--- src/rtl/rbcs_pkg.sv ---
// Package for the rank-by-counting block: sizes, item payload types and the
// control bundle between the sequencer and the shared compare unit.
// No dependencies.
`default_nettype none

package rbcs_pkg;

   localparam int MAX_ITEMS = 64;
   localparam int IDX_W     = $clog2(MAX_ITEMS);
   localparam int CNT_W     = $clog2(MAX_ITEMS + 1);
   localparam int VALUE_W   = 32;
   localparam int RANK_W    = 6;

   typedef struct packed {
      logic signed [VALUE_W-1:0] value;
      logic                      is_final;
   } rbcs_req_type;

   typedef struct packed {
      logic [RANK_W-1:0] rank;
      logic              end_of_ranks;
      logic              overflow;
   } rbcs_rsp_type;

   typedef struct packed {
      logic key_load;   // capture key from read data and clear the count
      logic enable;     // compare read data against key and count
   } rbcs_rank_ctl_type;

endpackage

`default_nettype wire

--- src/rtl/rank_by_counting_smaller.sv ---
// Rank-by-counting block, top level. Depends on rbcs_pkg, rbcs_store and
// rbcs_rank_unit.
//
// Usage: signed 32-bit values come in on the req_ channel, one per item,
// and are stored in load order. The item flagged is_final ends the sequence;
// the block then sends one rsp_ item per stored value, in load order, whose
// rank is the number of stored values strictly smaller. The last rank carries
// end_of_ranks; overflow is set on every rank of a sequence in which values
// beyond the 64-entry store were dropped.
// Loading accepts one item per cycle. After the final item, each rank goes
// through key read, read latency, one compare per stored value through the
// single read port and shared comparator, and send. req_ready is low while
// ranks are being computed. Results go through an output register: the next
// key walk runs while a rank waits; a stalled receiver holds the sequencer
// only once the next rank is ready. Reset clears the count, the drop flag and
// the output valid; store contents are not cleared, and no unwritten entry is
// ever used.
`default_nettype none

module rank_by_counting_smaller (
   input  wire logic                   clock,
   input  wire logic                   reset,
   input  wire logic                   req_valid,
   output logic                        req_ready,
   input  wire rbcs_pkg::rbcs_req_type req_data,
   output logic                        rsp_valid,
   input  wire logic                   rsp_ready,
   output rbcs_pkg::rbcs_rsp_type      rsp_data
);
   import rbcs_pkg::*;

   typedef enum logic [2:0] {
      S_LOAD,
      S_KEY,
      S_KEYW,
      S_WALK,
      S_SEND
   } state_type;

   state_type          state_ff, state_in;
   logic [CNT_W-1:0]   count_ff, count_in;
   logic               dropped_ff, dropped_in;
   logic [IDX_W-1:0]   idx_ff, idx_in;
   logic [CNT_W-1:0]   walk_ff, walk_in;
   logic               rsp_valid_ff, rsp_valid_in;
   rbcs_rsp_type       rsp_ff, rsp_in;

   logic               req_go, wr_en, send_go, last_idx;
   logic [IDX_W-1:0]   rd_addr;
   logic [VALUE_W-1:0] rd_data;
   logic [RANK_W-1:0]  rank_count;
   rbcs_rank_ctl_type  rank_ctl;

   assign req_ready = (state_ff == S_LOAD);
   assign req_go    = req_valid && req_ready;
   assign wr_en     = req_go && (count_ff < CNT_W'(MAX_ITEMS));
   assign send_go   = (state_ff == S_SEND) && (!rsp_valid_ff || rsp_ready);
   assign last_idx  = ({1'b0, idx_ff} + CNT_W'(1)) == count_ff;

   rbcs_store u_store (
      .clock   (clock),
      .wr_en   (wr_en),
      .wr_addr (count_ff[IDX_W-1:0]),
      .wr_data (req_data.value),
      .rd_addr (rd_addr),
      .rd_data (rd_data)
   );

   rbcs_rank_unit u_rank (
      .clock (clock),
      .ctl   (rank_ctl),
      .data  (rd_data),
      .count (rank_count)
   );

   always_comb begin
      state_in     = state_ff;
      count_in     = count_ff;
      dropped_in   = dropped_ff;
      idx_in       = idx_ff;
      walk_in      = walk_ff;
      rsp_valid_in = rsp_valid_ff;
      rsp_in       = rsp_ff;
      rd_addr      = idx_ff;
      rank_ctl     = '0;

      if (rsp_valid_ff && rsp_ready) begin
         rsp_valid_in = 1'b0;
      end

      case (state_ff)
         S_LOAD: begin
            if (req_go) begin
               if (wr_en) begin
                  count_in = count_ff + CNT_W'(1);
               end else begin
                  dropped_in = 1'b1;
               end
               if (req_data.is_final) begin
                  idx_in   = '0;
                  state_in = S_KEY;
               end
            end
         end
         S_KEY: begin
            rd_addr  = idx_ff;
            state_in = S_KEYW;
         end
         S_KEYW: begin
            // key arrives now; start the walk at entry zero
            rank_ctl.key_load = 1'b1;
            rd_addr           = '0;
            walk_in           = CNT_W'(1);
            state_in          = S_WALK;
         end
         S_WALK: begin
            rank_ctl.enable = 1'b1;
            rd_addr         = walk_ff[IDX_W-1:0];
            if (walk_ff == count_ff) begin
               state_in = S_SEND;
            end else begin
               walk_in = walk_ff + CNT_W'(1);
            end
         end
         S_SEND: begin
            if (send_go) begin
               rsp_valid_in        = 1'b1;
               rsp_in.rank         = rank_count;
               rsp_in.end_of_ranks = last_idx;
               rsp_in.overflow     = dropped_ff;
               if (last_idx) begin
                  count_in   = '0;
                  dropped_in = 1'b0;
                  state_in   = S_LOAD;
               end else begin
                  idx_in   = idx_ff + IDX_W'(1);
                  state_in = S_KEY;
               end
            end
         end
         default: begin
            state_in = S_LOAD;
         end
      endcase
   end

   always_ff @(posedge clock) begin
      if (reset) begin
         state_ff     <= S_LOAD;
         count_ff     <= '0;
         dropped_ff   <= 1'b0;
         rsp_valid_ff <= 1'b0;
      end else begin
         state_ff     <= state_in;
         count_ff     <= count_in;
         dropped_ff   <= dropped_in;
         rsp_valid_ff <= rsp_valid_in;
      end
      idx_ff  <= idx_in;
      walk_ff <= walk_in;
      rsp_ff  <= rsp_in;
   end

   assign rsp_valid = rsp_valid_ff;
   assign rsp_data  = rsp_ff;

   a_count_bound: assert property (@(posedge clock) disable iff (reset)
      count_ff <= CNT_W'(MAX_ITEMS))
      else $error("stored count above capacity");

   a_walk_bound: assert property (@(posedge clock) disable iff (reset)
      (state_ff == S_WALK) |-> (walk_ff <= count_ff && walk_ff != '0))
      else $error("walk index outside stored range");

   a_rank_bound: assert property (@(posedge clock) disable iff (reset)
      (state_ff == S_SEND) |-> ({1'b0, rank_count} < count_ff))
      else $error("rank not below stored count");

   a_end_clears: assert property (@(posedge clock) disable iff (reset)
      (send_go && last_idx) |=> (count_ff == '0 && !dropped_ff && rsp_valid
                                 && rsp_data.end_of_ranks))
      else $error("sequence state not cleared after last rank");

endmodule

`default_nettype wire

--- src/rtl/rbcs_store.sv ---
// Value store of the rank-by-counting block: one write port, one read port
// with registered read data. Depends on rbcs_pkg.
`default_nettype none

module rbcs_store (
   input  wire logic                        clock,
   input  wire logic                        wr_en,
   input  wire logic [rbcs_pkg::IDX_W-1:0]  wr_addr,
   input  wire logic [rbcs_pkg::VALUE_W-1:0] wr_data,
   input  wire logic [rbcs_pkg::IDX_W-1:0]  rd_addr,
   output logic      [rbcs_pkg::VALUE_W-1:0] rd_data
);
   import rbcs_pkg::*;

   logic [VALUE_W-1:0] mem_ff [MAX_ITEMS];

   always_ff @(posedge clock) begin
      if (wr_en) begin
         mem_ff[wr_addr] <= wr_data;
      end
      rd_data <= mem_ff[rd_addr];
   end

endmodule

`default_nettype wire

--- src/rtl/rbcs_rank_unit.sv ---
// Shared compare-and-count unit: holds the key and counts stored values that
// are strictly smaller, one per cycle while enable is set. Depends on rbcs_pkg.
`default_nettype none

module rbcs_rank_unit (
   input  wire logic                          clock,
   input  wire rbcs_pkg::rbcs_rank_ctl_type   ctl,
   input  wire logic [rbcs_pkg::VALUE_W-1:0]  data,
   output logic      [rbcs_pkg::RANK_W-1:0]   count
);
   import rbcs_pkg::*;

   logic [VALUE_W-1:0] key_ff, key_in;
   logic [RANK_W-1:0]  count_ff, count_in;
   logic               less;

   assign less = $signed(data) < $signed(key_ff);

   always_comb begin
      key_in   = key_ff;
      count_in = count_ff;
      if (ctl.key_load) begin
         key_in   = data;
         count_in = '0;
      end else if (ctl.enable && less) begin
         count_in = count_ff + RANK_W'(1);
      end
   end

   always_ff @(posedge clock) begin
      key_ff   <= key_in;
      count_ff <= count_in;
   end

   assign count = count_ff;

endmodule

`default_nettype wire

--- config.mk ---
export PLATFORM = sky130hd
export DESIGN_NAME = rank_by_counting_smaller
export DESIGN_NICKNAME = d
export VERILOG_FILES = /design/src/rtl/rbcs_pkg.sv /design/src/rtl/rank_by_counting_smaller.sv /design/src/rtl/rbcs_store.sv /design/src/rtl/rbcs_rank_unit.sv
export SDC_FILE = /design/constraint.sdc
export NUM_CORES = 2
export LEC_CHECK = 0
export ABC_AREA = 1
export BUFFER_PORTS_ARGS = -buffer_cell sky130_fd_sc_hd__buf_4
export CAP_MARGIN = 20
export CORE_AREA = 2 2 426 428
export DETAILED_ROUTE_END_ITERATION = 8
export DIE_AREA = 0 0 428 430
export PLACE_DENSITY = 0.73
export SLEW_MARGIN = 20
export SYNTH_ARGS = -nofsm -noshare
export SYNTH_HDL_FRONTEND = slang
export SYNTH_SLANG_ARGS = --single-unit
--- constraint.sdc ---
create_clock -name clock -period 5.6 [get_ports clock]
set_input_delay 0.28 -clock clock [delete_from_list [all_inputs] [get_ports clock]]
set_output_delay 0.28 -clock clock [all_outputs]
set_load 0.02 [all_outputs]
==> qor.csv <==
metric,value,unit
Sinks on Clock Net,2151,
Syn Nets,7674,
total number of vias,58334,
most numerous cell on the critical path,nand3_1,
RSZ-0062 raised after global routing,no,
DR pass1 iterations,8,
Die X,428,µm
port buffer count,46,
initial DRC count,8965,
GRT Total Usage,0.253,
CTS H-Tree Depth,4,
CTS tree,built,
Post-Place Worst Slack,1.54,ns
Root Buffer,clkbuf_16,
Fin. Hold Viols,0,
clock transition at the registers of the reported paths,0.06,ns
pwr dens,430,mW/mm²
Core Area,0.180,mm²
Tcrit/Tclk final,0.772,
Hold Path Class,input pin to register,
Seq cells post-synth,2151,
Vias/cell,5.77,
Final TNS setup,0,ns
clk_lat worst skew,0.86,ns
GPL Wtd Cong,0.881,
CP Class,register to register,
final worst slack,1.27,ns
Worst path slowest cell,a22oi_2,
layout net count,7632,
Final Setup Violations,0,
Post-Synthesis Cells,7602,
Buf/Inv on CP,3,
max-slew violations,0,
total die area,0.184,mm²
Mean Syn Cell Area,11.7,µm²
achievable frequency,231,MHz
Required @ worst endpoint,6.37,ns
post-layout util,0.552,
hpwl dp,130000,µm
CP Capture Type,register,
sequential share of the synthesized area,0.719,
synth warn,0,
CP Data Arrival Time,5.10,ns
height of the die,430,µm
CP top delay family,simple AND/OR/NAND/NOR gates,
drt drc,0,
Lkg Pwr,36.8,nW
Setup crit start kind,register,
Routed Wire Length,236000,µm
hold slack,0.0324,ns
initial antenna violation count,6,
"slowest stage delay, CP",0.75,ns
vias in the first global route,55395,
largest net degree at the start of global routing,129,
global route total overflow,0,
CP Max Fanout,93,
Worst Skew,0.0338,ns
slew at the pin closest to its max-slew limit,1.13,ns
first-pass GRT wire length,349000,µm
Starting Density,0.496,
status,"finished, final reports clean",
number of buffers created by CTS,206,
Filler Cell Count,14166,
CTS max path bufs,3,
synth-to-layout area growth,11.4,%
most frequent cells in the layout,"nand2_1, edfxtp_1, nand3_1, inv_1, o211ai_1",
post-DR wirelength/cell,23.4,µm
Post-DRT Antenna Nets,0,
Slew headroom,0.244,
io pins,47,
VDD IR max,0.000431,V
share of layout cells above drive strength 1,0.0734,
Rows,156,
"commonest non-fill, non-tap cell in the layout",nand2_1,
Synth cell types,34,
Max Cap Viol,0,
crit path time final,4.33,ns
critical path cell sequence,nor2_1 -> nand2_1 -> nand2_2 -> inv_2 -> a22oi_2 -> inv_8 -> buf_12 -> nand3_1 -> nand3_1 -> nand3_1 -> nand3_1 -> nand2_1,
Synth Cell Area,0.0891,mm²
post_cts resized,0,
==> per-stage QoR <==
stage,total power [W],std cells,cell area (µm²)
detailed placement,0.0289,9709,92400
finish,0.0427,10105,99300
global placement,0.0287,9708,92400
floorplan,0.0250,7602,89100
global route,0.0442,10104,99300
CTS,0.0425,10097,99200
==> worst reg2reg max path, stage by stage (launching register included) <==
cell and delay (ns):
dfxtp_1 0.36, nor2_1 0.17, nand2_1 0.31, nand2_2 0.29, inv_2 0.10, a22oi_2 0.75
inv_8 0.42, buf_12 0.41, nand3_1 0.39, nand3_1 0.10, nand3_1 0.36, nand3_1 0.41
nand2_1 0.17
==> report_power, final <==
group | internal (W) | switching [W] | leakage, nW
Clock | 0.00789 | 0.00598 | 3.27
Sequential | 0.0180 | 0.000197 | 19.3
Combinational | 0.00279 | 0.00781 | 14.2
Total | 0.0287 | 0.0140 | 36.8
==> kinds of logic (layout without fill, tap and decap cells) <==
group / after synthesis / count (layout) / share of synthesized area
AO/OA/AOI/OAI: 659 / 659 / 0.0546
AND/OR/NAND/NOR: 3460 / 3460 / 0.161
flip-flops: 2151 / 2151 / 0.719
other: 0 / 1 / 0
XOR/XNOR: 14 / 14 / 0.00138
adder cells (fa/ha/maj): 35 / 35 / 0.00491
buffers and inverters: 1283 / 1415 / 0.0586
==> cells in the mapped netlist <==
cell      instances  area, µm²
nand3_2           1       10.0
a21oi_1          29        145
nand3_1        1058       5300
clkbuf_1        116        435
clkinv_1          3       11.3
a22oi_1           1       7.51
nand4_1          10       62.6
xnor2_1           3       26.3
nor3_1            6       30.0
nor4_1            2       12.5
nand2_2           1       6.26
inv_2             3       11.3
nand2_1        2263       8490
or2_2             2       12.5
a22oi_2           1       12.5
o22ai_1           2       12.5
nor2_1          114        428
o22ai_2           1       12.5
buf_4            13       97.6
o21a_1            2       15.0
nand3b_1          1       7.51
edfxtp_1       2101      63100
nor2_2            1       6.26
o21ai_0           9       45.0
dfxtp_1          50       1000
nor3b_1           1       7.51
xor2_1           11       96.3
a31oi_1           3       18.8
buf_1            39        146
inv_1           824       3090
o211ai_1        610       4580
a21oi_4           1       16.3
ha_1             35        438
buf_2           285       1430
==> area by class of cell <==
cell class                      count  area (µm²)  area share
Sequential cell                  2151       64100       0.645
Antenna cell                        1        2.50   0.0000252
Tap cell                         2370        2970      0.0299
Clock buffer                      284        5700      0.0574
Multi-Input combinational cell   4168       20300       0.205
Inverter                          830        3130      0.0315
Timing Repair Buffer              203        2080      0.0210
Clock inverter                     98        1000      0.0101
==> sequential cells by signal, summed over array words and instances, names as in the netlist, 3 cells and up <==
| name | flops |
|---|---|
| state_ff | 3 |
| u_store.mem_ff | 2048 |
| u_rank.count | 6 |
| walk_ff | 7 |
| u_store.rd_data | 32 |
| rsp_data | 8 |
| idx_ff | 6 |
| u_rank.key_ff | 32 |
| count_ff | 7 |
==> worst paths after layout <==
kind / startpoint / depth (start not counted) / end / slack (ns)
max: state_ff[2]$_SDFFE_PP0P_ / 12 / u_store.rd_data[0]$_DFF_P_ / 1.27
min: req_data[21] / 1 / u_store.mem_ff[0][20]$_DFFE_PP_ / 0.03
max reg2reg: state_ff[2]$_SDFFE_PP0P_ / 12 / u_store.rd_data[0]$_DFF_P_ / 1.27
min reg2reg: u_rank.count[3]$_SDFFE_PP0P_ / 0 / rsp_data[5]$_DFFE_PP_ / 0.43
==> repair_timing <==
action                     in CTS  in global routing
setup endpoints to repair       0                  0
hold endpoints to repair       16                  0
hold buffers                    6                  0
buffers inserted                0                  0
==> routing by layer <==
metal  share of wire  GRT usage  vias up
li1                -          -    26331
met1            0.39      0.346    28329
met2            0.46      0.393     3220
met3            0.11     0.0502      452
met4           0.043      0.113        2
met5        0.000030          0        -
No activity file was read; power rests on OpenSTA's default activity.
